## src/rtl/msc_pkg.sv

```systemverilog
// Package: types and codes shared by the motor sensor command sequencer modules.
`default_nettype none
package msc_pkg;

    typedef logic [1:0] drive_t;
    typedef logic [1:0] req_t;
    typedef logic [4:0] cmd_t;
    typedef logic [2:0] reply_t;

    localparam int NUM_MOTORS = 6;

    localparam drive_t DRV_STOP = 2'd0;
    localparam drive_t DRV_CW   = 2'd1;
    localparam drive_t DRV_CCW  = 2'd2;

    localparam int M_G  = 0;
    localparam int M_H  = 1;
    localparam int M_K  = 2;
    localparam int M_L  = 3;
    localparam int M_MN = 4;
    localparam int M_X  = 5;

    localparam req_t REQ_START  = 2'd0;
    localparam req_t REQ_POLL   = 2'd1;
    localparam req_t REQ_CANCEL = 2'd2;

    localparam reply_t REPLY_NONE    = 3'd0;
    localparam reply_t REPLY_OK      = 3'd1;
    localparam reply_t REPLY_ERR     = 3'd2;
    localparam reply_t REPLY_ID      = 3'd3;
    localparam reply_t REPLY_MOTORS  = 3'd4;
    localparam reply_t REPLY_SENSORS = 3'd5;

    localparam cmd_t CMD_IDENTIFY   = 5'd0;
    localparam cmd_t CMD_LIST_MOT   = 5'd1;
    localparam cmd_t CMD_LIST_SENS  = 5'd2;
    localparam cmd_t CMD_G_CW       = 5'd3;
    localparam cmd_t CMD_G_CCW      = 5'd4;
    localparam cmd_t CMD_G_STOP     = 5'd5;
    localparam cmd_t CMD_H_CW       = 5'd6;
    localparam cmd_t CMD_H_STOP     = 5'd7;
    localparam cmd_t CMD_PUSH       = 5'd8;
    localparam cmd_t CMD_PULL       = 5'd9;
    localparam cmd_t CMD_OPEN       = 5'd10;
    localparam cmd_t CMD_CLOSE      = 5'd11;
    localparam cmd_t CMD_X_CW       = 5'd12;
    localparam cmd_t CMD_X_STOP     = 5'd13;
    localparam cmd_t CMD_MN_CW      = 5'd14;
    localparam cmd_t CMD_MN_CCW     = 5'd15;
    localparam cmd_t CMD_MN_STOP    = 5'd16;
    localparam cmd_t CMD_FEED       = 5'd17;
    localparam cmd_t CMD_TRANSFER   = 5'd18;
    localparam cmd_t CMD_VIBRATE    = 5'd19;
    localparam cmd_t CMD_SETTLE     = 5'd20;
    localparam cmd_t CMD_EJECT      = 5'd21;

    localparam int S_G1 = 0;
    localparam int S_G3 = 2;
    localparam int S_H1 = 4;
    localparam int S_H3 = 6;
    localparam int S_K1 = 7;
    localparam int S_K2 = 8;
    localparam int S_L1 = 10;
    localparam int S_L2 = 11;
    localparam int S_L3 = 12;
    localparam int S_M1 = 13;
    localparam int S_N1 = 14;
    localparam int S_X1 = 15;

    localparam logic [7:0] PHASE_EJECT_DONE = 8'h33;
    localparam logic [3:0] HALF_IDLE        = 4'h0;
    localparam logic [3:0] HALF_MOVING      = 4'h1;
    localparam logic [3:0] HALF_DONE        = 4'h3;

    localparam logic [15:0] SETTLE_DELAY_RESET = 16'd2000;

    localparam int S_DATA_BITS = 56;
    localparam int M_DATA_BITS = 24;

    typedef struct packed {
        logic [31:0] now_ms;
        logic [15:0] sensor_levels;
        cmd_t        command_code;
    } item_t;

    typedef struct packed {
        cmd_t                          active_command;
        logic [7:0]                    phase;
        logic [NUM_MOTORS-1:0][1:0]    drives;
        logic                          busy;
    } seq_state_t;

    typedef struct packed {
        logic   phase_fault;
        logic   idle;
        reply_t reply;
        drive_t drive_x;
        drive_t drive_mn;
        drive_t drive_l;
        drive_t drive_k;
        drive_t drive_h;
        drive_t drive_g;
    } result_t;

endpackage
`default_nettype wire

```

## src/rtl/msc_step.sv

```systemverilog
// Combinational next-state and result logic for one item of the sequencer.
`default_nettype none
module msc_step #(
    parameter int TIME_BITS = 32
) (
    input  wire msc_pkg::req_t       req_type,
    input  wire msc_pkg::item_t      item,
    input  wire msc_pkg::seq_state_t cur,
    input  wire [TIME_BITS-1:0]      stamp,
    input  wire [15:0]               settle_delay_ms,
    output msc_pkg::seq_state_t      nxt,
    output logic [TIME_BITS-1:0]     stamp_out,
    output msc_pkg::result_t         result
);

    logic [15:0]          sens;
    logic [63:0]          now_wide;
    logic [63:0]          delay_wide;
    logic [TIME_BITS-1:0] now_t;
    logic [TIME_BITS-1:0] elapsed;
    logic                 late;
    logic                 g13lo;
    logic                 g13hi;
    msc_pkg::reply_t      reply;
    logic                 fault;
    logic [3:0]           lo_n;
    logic [3:0]           hi_n;
    logic                 lo_bad;
    logic                 hi_bad;

    assign sens       = item.sensor_levels;
    assign now_wide   = {32'd0, item.now_ms};
    assign delay_wide = {48'd0, settle_delay_ms};
    assign now_t      = now_wide[TIME_BITS-1:0];
    assign elapsed    = now_t - stamp;
    assign late       = elapsed > delay_wide[TIME_BITS-1:0];
    assign g13lo      = !sens[msc_pkg::S_G1] && !sens[msc_pkg::S_G3];
    assign g13hi      = sens[msc_pkg::S_G1] && sens[msc_pkg::S_G3];

    always_comb begin
        nxt       = cur;
        stamp_out = stamp;
        reply     = msc_pkg::REPLY_NONE;
        fault     = 1'b0;
        lo_n      = cur.phase[3:0];
        hi_n      = cur.phase[7:4];
        lo_bad    = 1'b0;
        hi_bad    = 1'b0;
        case (req_type)
            msc_pkg::REQ_START: begin
                if (cur.busy) begin
                    reply = msc_pkg::REPLY_ERR;
                end else begin
                    nxt.active_command = item.command_code;
                    nxt.busy           = 1'b1;
                    case (item.command_code)
                        msc_pkg::CMD_IDENTIFY: begin
                            reply = msc_pkg::REPLY_ID; nxt.busy = 1'b0;
                        end
                        msc_pkg::CMD_LIST_MOT: begin
                            reply = msc_pkg::REPLY_MOTORS; nxt.busy = 1'b0;
                        end
                        msc_pkg::CMD_LIST_SENS: begin
                            reply = msc_pkg::REPLY_SENSORS; nxt.busy = 1'b0;
                        end
                        msc_pkg::CMD_G_CW: begin
                            nxt.drives[msc_pkg::M_G] = msc_pkg::DRV_CCW;
                            reply = msc_pkg::REPLY_OK; nxt.busy = 1'b0;
                        end
                        msc_pkg::CMD_G_CCW: begin
                            nxt.drives[msc_pkg::M_G] = msc_pkg::DRV_CW;
                            reply = msc_pkg::REPLY_OK; nxt.busy = 1'b0;
                        end
                        msc_pkg::CMD_G_STOP: begin
                            nxt.drives[msc_pkg::M_G] = msc_pkg::DRV_STOP;
                            reply = msc_pkg::REPLY_OK; nxt.busy = 1'b0;
                        end
                        msc_pkg::CMD_H_CW: begin
                            nxt.drives[msc_pkg::M_H] = msc_pkg::DRV_CW;
                            reply = msc_pkg::REPLY_OK; nxt.busy = 1'b0;
                        end
                        msc_pkg::CMD_H_STOP: begin
                            nxt.drives[msc_pkg::M_H] = msc_pkg::DRV_STOP;
                            reply = msc_pkg::REPLY_OK; nxt.busy = 1'b0;
                        end
                        msc_pkg::CMD_PUSH: begin
                            if (!sens[msc_pkg::S_L1]) begin
                                reply = msc_pkg::REPLY_ERR; nxt.busy = 1'b0;
                            end else if (!sens[msc_pkg::S_K2]) begin
                                reply = msc_pkg::REPLY_OK; nxt.busy = 1'b0;
                            end else begin
                                nxt.drives[msc_pkg::M_K] = msc_pkg::DRV_CCW;
                            end
                        end
                        msc_pkg::CMD_PULL: begin
                            if (!sens[msc_pkg::S_K1]) begin
                                reply = msc_pkg::REPLY_OK; nxt.busy = 1'b0;
                            end else begin
                                nxt.drives[msc_pkg::M_K] = msc_pkg::DRV_CW;
                            end
                        end
                        msc_pkg::CMD_OPEN: begin
                            if (!sens[msc_pkg::S_L2]) begin
                                reply = msc_pkg::REPLY_OK; nxt.busy = 1'b0;
                            end else begin
                                nxt.drives[msc_pkg::M_L] = msc_pkg::DRV_CW;
                            end
                        end
                        msc_pkg::CMD_CLOSE: begin
                            if (!sens[msc_pkg::S_L1]) begin
                                reply = msc_pkg::REPLY_OK; nxt.busy = 1'b0;
                            end else begin
                                nxt.drives[msc_pkg::M_L] = msc_pkg::DRV_CCW;
                            end
                        end
                        msc_pkg::CMD_X_CW: begin
                            nxt.drives[msc_pkg::M_X] = msc_pkg::DRV_CW;
                            reply = msc_pkg::REPLY_OK; nxt.busy = 1'b0;
                        end
                        msc_pkg::CMD_X_STOP: begin
                            nxt.drives[msc_pkg::M_X] = msc_pkg::DRV_STOP;
                            reply = msc_pkg::REPLY_OK; nxt.busy = 1'b0;
                        end
                        msc_pkg::CMD_MN_CW: begin
                            nxt.drives[msc_pkg::M_MN] = msc_pkg::DRV_CW;
                            reply = msc_pkg::REPLY_OK; nxt.busy = 1'b0;
                        end
                        msc_pkg::CMD_MN_CCW: begin
                            nxt.drives[msc_pkg::M_MN] = msc_pkg::DRV_CCW;
                            reply = msc_pkg::REPLY_OK; nxt.busy = 1'b0;
                        end
                        msc_pkg::CMD_MN_STOP: begin
                            nxt.drives[msc_pkg::M_MN] = msc_pkg::DRV_STOP;
                            reply = msc_pkg::REPLY_OK; nxt.busy = 1'b0;
                        end
                        msc_pkg::CMD_FEED, msc_pkg::CMD_TRANSFER: begin
                            nxt.phase = 8'd0;
                            nxt.drives[msc_pkg::M_MN] = msc_pkg::DRV_CW;
                        end
                        msc_pkg::CMD_VIBRATE: begin
                            nxt.phase = 8'd0;
                            nxt.drives[msc_pkg::M_G] = msc_pkg::DRV_CCW;
                        end
                        msc_pkg::CMD_SETTLE: begin
                            nxt.phase = 8'd0;
                            nxt.drives[msc_pkg::M_H] = msc_pkg::DRV_CW;
                            nxt.drives[msc_pkg::M_G] = msc_pkg::DRV_CCW;
                        end
                        msc_pkg::CMD_EJECT: begin
                            nxt.phase = 8'd0;
                            nxt.drives[msc_pkg::M_X] = msc_pkg::DRV_CW;
                            nxt.drives[msc_pkg::M_H] = msc_pkg::DRV_CW;
                        end
                        default: begin
                            reply = msc_pkg::REPLY_ERR; nxt.busy = 1'b0;
                        end
                    endcase
                end
            end
            msc_pkg::REQ_POLL: begin
                if (cur.busy) begin
                    case (cur.active_command)
                        msc_pkg::CMD_PUSH: begin
                            if (!sens[msc_pkg::S_L1]) begin
                                nxt.drives[msc_pkg::M_K] = msc_pkg::DRV_STOP;
                                reply = msc_pkg::REPLY_ERR; nxt.busy = 1'b0;
                            end else if (!sens[msc_pkg::S_K2]) begin
                                nxt.drives[msc_pkg::M_K] = msc_pkg::DRV_STOP;
                                reply = msc_pkg::REPLY_OK; nxt.busy = 1'b0;
                            end
                        end
                        msc_pkg::CMD_PULL: begin
                            if (!sens[msc_pkg::S_K1]) begin
                                nxt.drives[msc_pkg::M_K] = msc_pkg::DRV_STOP;
                                reply = msc_pkg::REPLY_OK; nxt.busy = 1'b0;
                            end
                        end
                        msc_pkg::CMD_OPEN: begin
                            if (!sens[msc_pkg::S_L2]) begin
                                nxt.drives[msc_pkg::M_L] = msc_pkg::DRV_STOP;
                                reply = msc_pkg::REPLY_OK; nxt.busy = 1'b0;
                            end
                        end
                        msc_pkg::CMD_CLOSE: begin
                            if (!sens[msc_pkg::S_L1]) begin
                                nxt.drives[msc_pkg::M_L] = msc_pkg::DRV_STOP;
                                reply = msc_pkg::REPLY_OK; nxt.busy = 1'b0;
                            end
                        end
                        msc_pkg::CMD_FEED: begin
                            case (cur.phase)
                                8'd0: if (!sens[msc_pkg::S_M1]) nxt.phase = 8'd1;
                                8'd1: begin
                                    if (sens[msc_pkg::S_N1]) begin
                                        nxt.phase = 8'd2;
                                        nxt.drives[msc_pkg::M_MN] = msc_pkg::DRV_CCW;
                                    end
                                end
                                8'd2: if (!sens[msc_pkg::S_L3]) nxt.phase = 8'd3;
                                8'd3: begin
                                    if (sens[msc_pkg::S_L3]) begin
                                        nxt.phase = 8'd4;
                                        nxt.drives[msc_pkg::M_MN] = msc_pkg::DRV_STOP;
                                        reply = msc_pkg::REPLY_OK; nxt.busy = 1'b0;
                                    end
                                end
                                default: fault = 1'b1;
                            endcase
                        end
                        msc_pkg::CMD_TRANSFER: begin
                            case (cur.phase)
                                8'd0: if (!sens[msc_pkg::S_M1]) nxt.phase = 8'd1;
                                8'd1: begin
                                    if (sens[msc_pkg::S_M1]) begin
                                        nxt.phase = 8'd2;
                                        nxt.drives[msc_pkg::M_MN] = msc_pkg::DRV_STOP;
                                        reply = msc_pkg::REPLY_OK; nxt.busy = 1'b0;
                                    end
                                end
                                default: fault = 1'b1;
                            endcase
                        end
                        msc_pkg::CMD_VIBRATE: begin
                            case (cur.phase)
                                8'd0: if (g13lo) nxt.phase = 8'd1;
                                8'd1: begin
                                    if (g13hi) begin
                                        nxt.phase = 8'd2;
                                        nxt.drives[msc_pkg::M_G] = msc_pkg::DRV_CW;
                                    end
                                end
                                8'd2: if (g13lo) nxt.phase = 8'd3;
                                8'd3: begin
                                    if (g13hi) begin
                                        nxt.phase = 8'd4;
                                        stamp_out = now_t;
                                    end
                                end
                                8'd4: begin
                                    if (late) begin
                                        nxt.phase = 8'd5;
                                        nxt.drives[msc_pkg::M_G] = msc_pkg::DRV_STOP;
                                        reply = msc_pkg::REPLY_OK; nxt.busy = 1'b0;
                                    end
                                end
                                default: fault = 1'b1;
                            endcase
                        end
                        msc_pkg::CMD_SETTLE: begin
                            case (cur.phase)
                                8'd0: if (!sens[msc_pkg::S_H1]) nxt.phase = 8'd1;
                                8'd1: begin
                                    if (sens[msc_pkg::S_H1]) begin
                                        nxt.phase = 8'd2;
                                        nxt.drives[msc_pkg::M_H] = msc_pkg::DRV_STOP;
                                        nxt.drives[msc_pkg::M_G] = msc_pkg::DRV_STOP;
                                        reply = msc_pkg::REPLY_OK; nxt.busy = 1'b0;
                                    end
                                end
                                default: fault = 1'b1;
                            endcase
                        end
                        msc_pkg::CMD_EJECT: begin
                            case (cur.phase[3:0])
                                msc_pkg::HALF_IDLE: begin
                                    if (!sens[msc_pkg::S_H3]) lo_n = msc_pkg::HALF_MOVING;
                                end
                                msc_pkg::HALF_MOVING: begin
                                    if (sens[msc_pkg::S_H3]) begin
                                        lo_n = msc_pkg::HALF_DONE;
                                        nxt.drives[msc_pkg::M_H] = msc_pkg::DRV_STOP;
                                    end
                                end
                                msc_pkg::HALF_DONE: ;
                                default: lo_bad = 1'b1;
                            endcase
                            if (lo_bad) begin
                                fault = 1'b1;
                            end else begin
                                case (cur.phase[7:4])
                                    msc_pkg::HALF_IDLE: begin
                                        if (!sens[msc_pkg::S_X1]) hi_n = msc_pkg::HALF_MOVING;
                                    end
                                    msc_pkg::HALF_MOVING: begin
                                        if (sens[msc_pkg::S_X1]) begin
                                            hi_n = msc_pkg::HALF_DONE;
                                            nxt.drives[msc_pkg::M_X] = msc_pkg::DRV_STOP;
                                        end
                                    end
                                    msc_pkg::HALF_DONE: ;
                                    default: hi_bad = 1'b1;
                                endcase
                                nxt.phase = {cur.phase[7:4], lo_n};
                                if (hi_bad) begin
                                    fault = 1'b1;
                                end else begin
                                    nxt.phase = {hi_n, lo_n};
                                    if ({hi_n, lo_n} == msc_pkg::PHASE_EJECT_DONE) begin
                                        nxt.drives[msc_pkg::M_H] = msc_pkg::DRV_STOP;
                                        nxt.drives[msc_pkg::M_X] = msc_pkg::DRV_STOP;
                                        reply = msc_pkg::REPLY_OK; nxt.busy = 1'b0;
                                    end
                                end
                            end
                        end
                        default: begin
                            reply = msc_pkg::REPLY_ERR; nxt.busy = 1'b0;
                        end
                    endcase
                end
            end
            msc_pkg::REQ_CANCEL: begin
                if (!cur.busy) begin
                    reply = msc_pkg::REPLY_ERR;
                end else begin
                    reply    = msc_pkg::REPLY_OK;
                    nxt.busy = 1'b0;
                    case (cur.active_command)
                        msc_pkg::CMD_PUSH, msc_pkg::CMD_PULL: begin
                            nxt.drives[msc_pkg::M_K] = msc_pkg::DRV_STOP;
                        end
                        msc_pkg::CMD_OPEN, msc_pkg::CMD_CLOSE: begin
                            nxt.drives[msc_pkg::M_L] = msc_pkg::DRV_STOP;
                        end
                        msc_pkg::CMD_FEED, msc_pkg::CMD_TRANSFER: begin
                            nxt.drives[msc_pkg::M_MN] = msc_pkg::DRV_STOP;
                        end
                        msc_pkg::CMD_VIBRATE: begin
                            nxt.drives[msc_pkg::M_G] = msc_pkg::DRV_STOP;
                        end
                        msc_pkg::CMD_SETTLE: begin
                            nxt.drives[msc_pkg::M_H] = msc_pkg::DRV_STOP;
                            nxt.drives[msc_pkg::M_G] = msc_pkg::DRV_STOP;
                        end
                        msc_pkg::CMD_EJECT: begin
                            nxt.phase = 8'd0;
                            nxt.drives[msc_pkg::M_X] = msc_pkg::DRV_STOP;
                            nxt.drives[msc_pkg::M_H] = msc_pkg::DRV_STOP;
                        end
                        default: reply = msc_pkg::REPLY_ERR;
                    endcase
                end
            end
            default: ;
        endcase
    end

    always_comb begin
        result.phase_fault = fault;
        result.idle        = !nxt.busy;
        result.reply       = reply;
        result.drive_x     = nxt.drives[msc_pkg::M_X];
        result.drive_mn    = nxt.drives[msc_pkg::M_MN];
        result.drive_l     = nxt.drives[msc_pkg::M_L];
        result.drive_k     = nxt.drives[msc_pkg::M_K];
        result.drive_h     = nxt.drives[msc_pkg::M_H];
        result.drive_g     = nxt.drives[msc_pkg::M_G];
    end

endmodule
`default_nettype wire

```

## src/rtl/motor_sensor_command_sequencer_core.sv

```systemverilog
// Top level: input register, sequencer state, result register and settle-delay register.
//
//  channel   direction  handshake                 content
//  s_*       in         s_tvalid / s_tready       request item (type in tuser)
//  m_*       out        m_tvalid / m_tready       drives, reply, idle, fault
//  cfg_*     in         cfg_valid / cfg_ready     settle_delay_ms write
//
//  One item per cycle unless m_tready stalls; path: input register, then result register.
//  The step from input register to result register is one pass of msc_step logic.
//  Synchronous active-low reset stops all motors, clears the command and sets 2000 ms delay.
//  A stalled m_tready holds the result register; the input register takes one more item.
`default_nettype none
module motor_sensor_command_sequencer_core #(
    parameter int TIME_BITS = 32
) (
    input  wire         aclk,
    input  wire         aresetn,
    input  wire         s_tvalid,
    output logic        s_tready,
    input  wire  [55:0] s_tdata,   // command_code[4:0], sensor_levels[20:5], now_ms[52:21]
    input  wire  [1:0]  s_tuser,   // req_type[1:0]
    output logic        m_tvalid,
    input  wire         m_tready,
    output logic [23:0] m_tdata,   // drive_g, drive_h, drive_k, drive_l, drive_mn, drive_x,
                                   // reply[14:12], idle[15], phase_fault[16]
    input  wire         cfg_valid,
    output logic        cfg_ready,
    input  wire  [15:0] cfg_data
);

    logic                   in_valid_reg;
    logic                   in_valid_next;
    msc_pkg::req_t          in_req_reg;
    msc_pkg::item_t         in_item_reg;
    msc_pkg::seq_state_t    state_reg;
    msc_pkg::seq_state_t    state_next;
    logic [TIME_BITS-1:0]   stamp_reg;
    logic [TIME_BITS-1:0]   stamp_next;
    logic [15:0]            delay_reg;
    logic                   out_valid_reg;
    logic                   out_valid_next;
    msc_pkg::result_t       out_result_reg;
    msc_pkg::result_t       out_result_next;
    logic                   take;
    logic                   advance;

    assign advance   = in_valid_reg && (!out_valid_reg || m_tready);
    assign s_tready  = !in_valid_reg || advance;
    assign take      = s_tvalid && s_tready;
    assign cfg_ready = 1'b1;
    assign m_tvalid  = out_valid_reg;
    assign m_tdata   = {
        7'd0,
        out_result_reg
    };

    msc_step #(
        .TIME_BITS(TIME_BITS)
    ) u_step (
        .req_type        (in_req_reg),
        .item            (in_item_reg),
        .cur             (state_reg),
        .stamp           (stamp_reg),
        .settle_delay_ms (delay_reg),
        .nxt             (state_next),
        .stamp_out       (stamp_next),
        .result          (out_result_next)
    );

    always_comb begin
        in_valid_next = in_valid_reg;
        if (take) begin
            in_valid_next = 1'b1;
        end else if (advance) begin
            in_valid_next = 1'b0;
        end
        out_valid_next = out_valid_reg;
        if (advance) begin
            out_valid_next = 1'b1;
        end else if (m_tready) begin
            out_valid_next = 1'b0;
        end
    end

    always_ff @(posedge aclk) begin
        if (!aresetn) begin
            in_valid_reg  <= 1'b0;
            out_valid_reg <= 1'b0;
            state_reg     <= '0;
            stamp_reg     <= '0;
            delay_reg     <= msc_pkg::SETTLE_DELAY_RESET;
        end else begin
            in_valid_reg  <= in_valid_next;
            out_valid_reg <= out_valid_next;
            if (advance) begin
                state_reg <= state_next;
                stamp_reg <= stamp_next;
            end
            if (cfg_valid && cfg_ready) begin
                delay_reg <= cfg_data;
            end
        end
    end

    always_ff @(posedge aclk) begin
        if (take) begin
            in_req_reg  <= s_tuser;
            in_item_reg <= s_tdata[52:0];
        end
        if (advance) begin
            out_result_reg <= out_result_next;
        end
    end

endmodule
`default_nettype wire

```

## config.mk

```make
export PLATFORM = sky130hd
export DESIGN_NAME = motor_sensor_command_sequencer_core
export DESIGN_NICKNAME = d
export VERILOG_FILES = /design/src/rtl/msc_pkg.sv /design/src/rtl/msc_step.sv /design/src/rtl/motor_sensor_command_sequencer_core.sv
export SDC_FILE = /design/constraint.sdc
export NUM_CORES = 1
export LEC_CHECK = 0
export ABC_AREA = 1
export BUFFER_PORTS_ARGS = -buffer_cell sky130_fd_sc_hd__buf_2
export CORE_ASPECT_RATIO = 1.2
export CORE_MARGIN = 3
export CORE_UTILIZATION = 32
export CTS_CLUSTER_DIAMETER = 50
export CTS_CLUSTER_SIZE = 24
export DETAILED_ROUTE_END_ITERATION = 7
export GPL_TIMING_DRIVEN = 0
export PLACE_DENSITY_LB_ADDON = 0.05
export SLEW_MARGIN = 20
export SYNTH_ARGS = -nofsm -noshare
export SYNTH_HDL_FRONTEND = slang
export SYNTH_SLANG_ARGS = --single-unit
```

## constraint.sdc

```tcl
create_clock -name aclk -period 4.8 [get_ports aclk]
set_clock_uncertainty 0.1 [all_clocks]
set_input_delay 0.48 -clock aclk [delete_from_list [all_inputs] [get_ports aclk]]
set_output_delay 0.48 -clock aclk [all_outputs]
set_load 0.02 [all_outputs]
```

; Word level (Yosys, flattened, before mapping)
; Cells that the tools add are included.
[totals]
regBits = 148
inputBits = 79
out_inout_bits = 27
[op_classes]
add_sub_neg = 1
magnitude_cmp = 1
eq_ne = 64
n_mux = 140
n_bitwise = 1
reduce_logical = 42
[op_table]
columns = cell, n
row1 = $mux 8, 13
row2 = $pmux 8 s5, 2
row3 = $mux 21, 3
row4 = $pmux 21 s3, 1
row5 = $eq 5x4->1 const B, 12
row6 = $mux 2, 30
row7 = $eq 5x5->1 const B, 11
row8 = $pmux 3 s9, 2
row9 = $mux 4, 11
row10 = $pmux 2 s2, 11
row11 = $mux 1, 43
row12 = $gt 32x16->1, 1
row13 = $ne 4x4->1 const B, 8
row14 = $pmux 8 s2, 2
row15 = $pmux 8 s4, 1
row16 = $sub 32x32->32, 1
row17 = $mux 10, 3
row18 = $reduce_and 25->1, 1
row19 = $mux 3, 8
row20 = $reduce_and 24->1, 1
row21 = $eq 5x3->1 const B, 4
row22 = $ne 4x3->1 const B, 5
row23 = $eq 8x2->1 const B, 2
row24 = $pmux 4 s2, 2
row25 = 40 further kinds, 71

; Longest topological paths before layout
[depth]
ltp_word = 18
depth_mapped = 29
ltp_nobuf = 29

; Modules after synthesis
; From an unflattened synthesis, not the netlist that was laid out.
[unflattened]
cells_unflattened = 1704
hier_area_um2 = 11093.1
[by_module_without_submodules]
columns = mod, instances, cells_per_inst, area_each_um2, seq_area_each_um2
row1 = msc_step, 1, 1161, 5649.2, 0.0
row2 = motor_sensor_command_sequencer_core, 1, 543, 5444.0, 3683.5

; Worst setup path before layout
; No wires, ideal clock.
[synth_timing]
path_kind = register to register
startpoint = register in_item_reg[21] (netlist name)
endpoint = register out_result_reg, in the netlist m_tdata[15], data pin
t_arrival_ns = 2.862
required_ns = 4.431
path_slack_ns = 1.569
path_stages_with_launch = 26
n_path_buf = 0
synth_period_minus_slack_ns = 3.231
path_cell_list = edfxtp_1 -> inv_1 -> ha_1 -> fa_1 -> inv_1 -> nand3_1 -> nand3_1 -> nand3_1 -> nand3_2 -> xor2_1 -> ha_1 -> nand2_1 -> nor3_1 -> nand3_1 -> nand2_1 -> nand3_1 -> nor2_1 -> nand2_1 -> nor2_4 -> nand2_2 -> nand2_1 -> nand2_1 -> nand2_1 -> nand2_1 -> o21ai_2 -> a21oi_1
[synth_rtl]
columns = element, line_no
row1 = start: declaration, motor_sensor_command_sequencer_core.sv:34  ; msc_pkg::item_t in_item_reg;
row2 = start signal: assignment, motor_sensor_command_sequencer_core.sv:108  ; in_item_reg <= s_tdata[52:0];
row3 = end signal: assignment, motor_sensor_command_sequencer_core.sv:111  ; out_result_reg <= out_result_next;
row4 = end: declaration, motor_sensor_command_sequencer_core.sv:42  ; msc_pkg::result_t out_result_reg;

==> flow_summary.json <==
{
  "intPower_mw": 2.300,
  "cp.required_ns": 4.90,
  "wl_per_cell_um": 15.41,
  "timing.rr.end": "m_tdata[0]$_DFFE_PP_",
  "synth-edff-count": 68,
  "met3_usage": 0.02344,
  "synth_area_leader_cell": "edfxtp_1",
  "ant_nets": 0,
  "met1_usage": 0.2122,
  "antenna_found_initial": 0,
  "rsz0062_at_grt": "false",
  "clockPowerShare": 0.423,
  "whs_endpoint": "in_item_reg[38]$_DFFE_PP_",
  "tightestPinTransition_ns": 0.8775,
  "diodes": 0,
  "globalRouteOverflowTotal": 0,
  "vias_per_cell": 4.706,
  "slew_headroom": 0.4114,
  "ctsResizeCount": 0,
  "critPathCaptureType": "register",
  "cp-start-kind": "register",
  "vias": 8819,
  "worst_slack_ns": 0.7535,
  "dp.final_hpwl_um": 23480,
  "combPwrFrac": 0.156,
  "cap_violations": 0,
  "drc": 0,
  "timing.fmax_mhz": 247.1,
  "use_met2": 0.3357,
  "report.final.slew_viol_count": 0,
  "htreeDepth": 4,
  "p_per_area_nw_per_um2": 291.0,
  "path_class": "reg2reg",
  "syn_avg_cell_area_um2": 7.076,
  "netSwitchingPower_mw": 0.9610,
  "r2r_cells": 25,
  "synth_seq_cells": 144,
  "cts_tree": "yes",
  "worstHoldPathCells": 1,
  "hp-class": "in2reg",
  "root_buffer": "clkbuf_16",
  "postCtsHoldBufs": 0,
  "crit_arrival_ns": 4.15,
  "drive_gt1_frac": 0.1538,
  "numClockSinks": 144,
  "cpPeakStageDelay_ns": 0.41,
  "synth_cell_types": 60,
  "dr.first_iter.drc_count": 371,
  "seq_area_frac_synth": 0.3700,
  "fin_area_um2": 11210,
  "ys_warn_count": 0,
  "synth_area_um2": 9630,
  "setup_viol": 0,
  "layout.cells.non_filler": 1874,
  "synthFlopType": "dfxtp_1",
  "grt_max_degree": 50,
  "grtUsageTotal": 0.1842,
  "ys_top_cells_by_count": "nand2_1 (333), inv_1 (249), a21oi_1 (108)",
  "cts_buffers": 17,
  "gr-max-usage-layer": "met2",
  "place_ws_ns": 0.7253,
  "leakage_nw": 5.319,
  "worstSkewPairLatency_ns": 0.43,
  "r2r_slack_ns": 0.75,
  "rows": 68,
  "first_global_vias": 8846,
  "sw_frac_of_total": 0.2947,
  "detail_route.first_pass.iterations": 5,
  "p_seq_frac": 0.421,
  "largest_reg_flops": 49,
  "fin_crit_sh": 0.8430,
  "utilization": 0.3841,
  "netlist.area_leader.share": 0.2120,
  "core_um2": 29180,
  "cts_setup_buffers": 0,
  "wirelength_um": 28880,
  "clockBufferDepth": 2,
  "synth_async_sr_flop_share": 0,
  "die_x_um": 164.4,
  "start_util": 0.3300,
  "finalCriticalPeriod_ns": 4.046,
  "syn_inst": 1361,
  "areaGrowthSynthToFinish_pct": 16.38,
  "routabilityCongestion": 0.9187,
  "grt_pass1_wl_um": 46130,
  "portBuffers": 89,
  "hold_viol": 0,
  "ir_drop_uv": 156.6,
  "fp.dieH_um": 196.0,
  "yosys-top-cells-area": "edfxtp_1 (21%), dfxtp_1 (16%), nand2_1 (13%)",
  "ioPinCount": 106,
  "tns_ns": 0,
  "place_area_um2": 10610,
  "die_area_um2": 32220,
  "min_from": "s_tdata[38]",
  "cp_max_fo": 3,
  "final_nets": 1603,
  "clk_pin_slew_worst_paths_ns": 0.07,
  "synth.most_common_cell": "nand2_1",
  "crit_path_frequent_cell": "nand2_1",
  "cp_slowest_cell": "fa_1",
  "fillCellCount": 3101,
  "outcome": "finished, final reports clean",
  "r2r-start": "in_item_reg[21]$_DFFE_PP_",
  "dp.cells": 1842
}
## worst max-delay path, delay by kind of cell, from the launching register on
family	cells	cell delay, ns
compound gates	4	0.66
xor+xnor	1	0.20
fa+ha+maj	3	0.90
buf+inv	2	0.16
flops	1	0.37
simple gates	15	1.42
## cells in the final DEF, fill, tap and decap left out, drive strengths merged, types with 47 or more instances in the layout
cell    count
edfxtp     68
nand2     362
nor2      114
nand3      60
dfxtp      76
a21oi     111
ha         47
inv       271
buf       102
o21ai      97
## layout make-up
cell class                 count  area, µm²  share of cell area
clock buffer                  17      425.4             0.03796
clock inverter                15      172.7             0.01541
timing repair buffer          90      473.0             0.04220
multi-input combinational    923       4906              0.4377
sequential                   144       3563              0.3179
inverter                     268       1013             0.09042
tap                          385      481.7             0.04298
buffer                        32      172.7             0.01541
## how the worst max path moves through the flow
stage                                   start                     to  slack (ns)
global placement    in_item_reg[21]$_DFFE_PP_   m_tdata[0]$_DFFE_PP_        0.69
CTS                 in_item_reg[21]$_DFFE_PP_   m_tdata[0]$_DFFE_PP_        0.69
floorplan           in_item_reg[21]$_DFFE_PP_  m_tdata[15]$_DFFE_PP_        1.57
finish              in_item_reg[21]$_DFFE_PP_   m_tdata[0]$_DFFE_PP_        0.75
detailed placement  in_item_reg[21]$_DFFE_PP_   m_tdata[0]$_DFFE_PP_        0.73
global route        in_item_reg[21]$_DFFE_PP_   m_tdata[0]$_DFFE_PP_        0.34
## logic make-up after synthesis
group / after synthesis / synth area share
other: 2 / 0.0007798
and+or+nand+nor: 596 / 0.2800
DFF: 144 / 0.3700
AOI/OAI and AO/OA: 256 / 0.1495
buffers and inverters: 300 / 0.1229
adders and majority gates: 48 / 0.06314
xor gates and xnor gates: 15 / 0.01364
## per-stage QoR
step	power (mW)	hold slack [ns]
after global placement	1.913	0.3366
after detailed placement	1.915	0.3398
after global routing	3.445	0.09559
final	3.261	0.1180
after CTS	3.313	0.09971
after floorplan	1.744	0.3274
## per-layer routing
| layer | vias to the layer above | routed length [µm] |
|---|---|---|
| met3 | 59 | 708 |
| met4 | 0 | 1177 |
| met1 | 3984 | 12200 |
| met5 | - | 0 |
| met2 | 160 | 14790 |
| li1 | 4616 | - |
## power groups by stage
stage | sequential (mW) | combinational, mW | clock (mW)
after floorplan | 1.40 | 0.343 | 0
after global placement | 1.40 | 0.510 | 0
after detailed placement | 1.40 | 0.514 | 0
after CTS | 1.37 | 0.516 | 1.42
after global routing | 1.38 | 0.583 | 1.48
final | 1.37 | 0.508 | 1.38
Note: power is estimated with default switching activity, not from simulation.
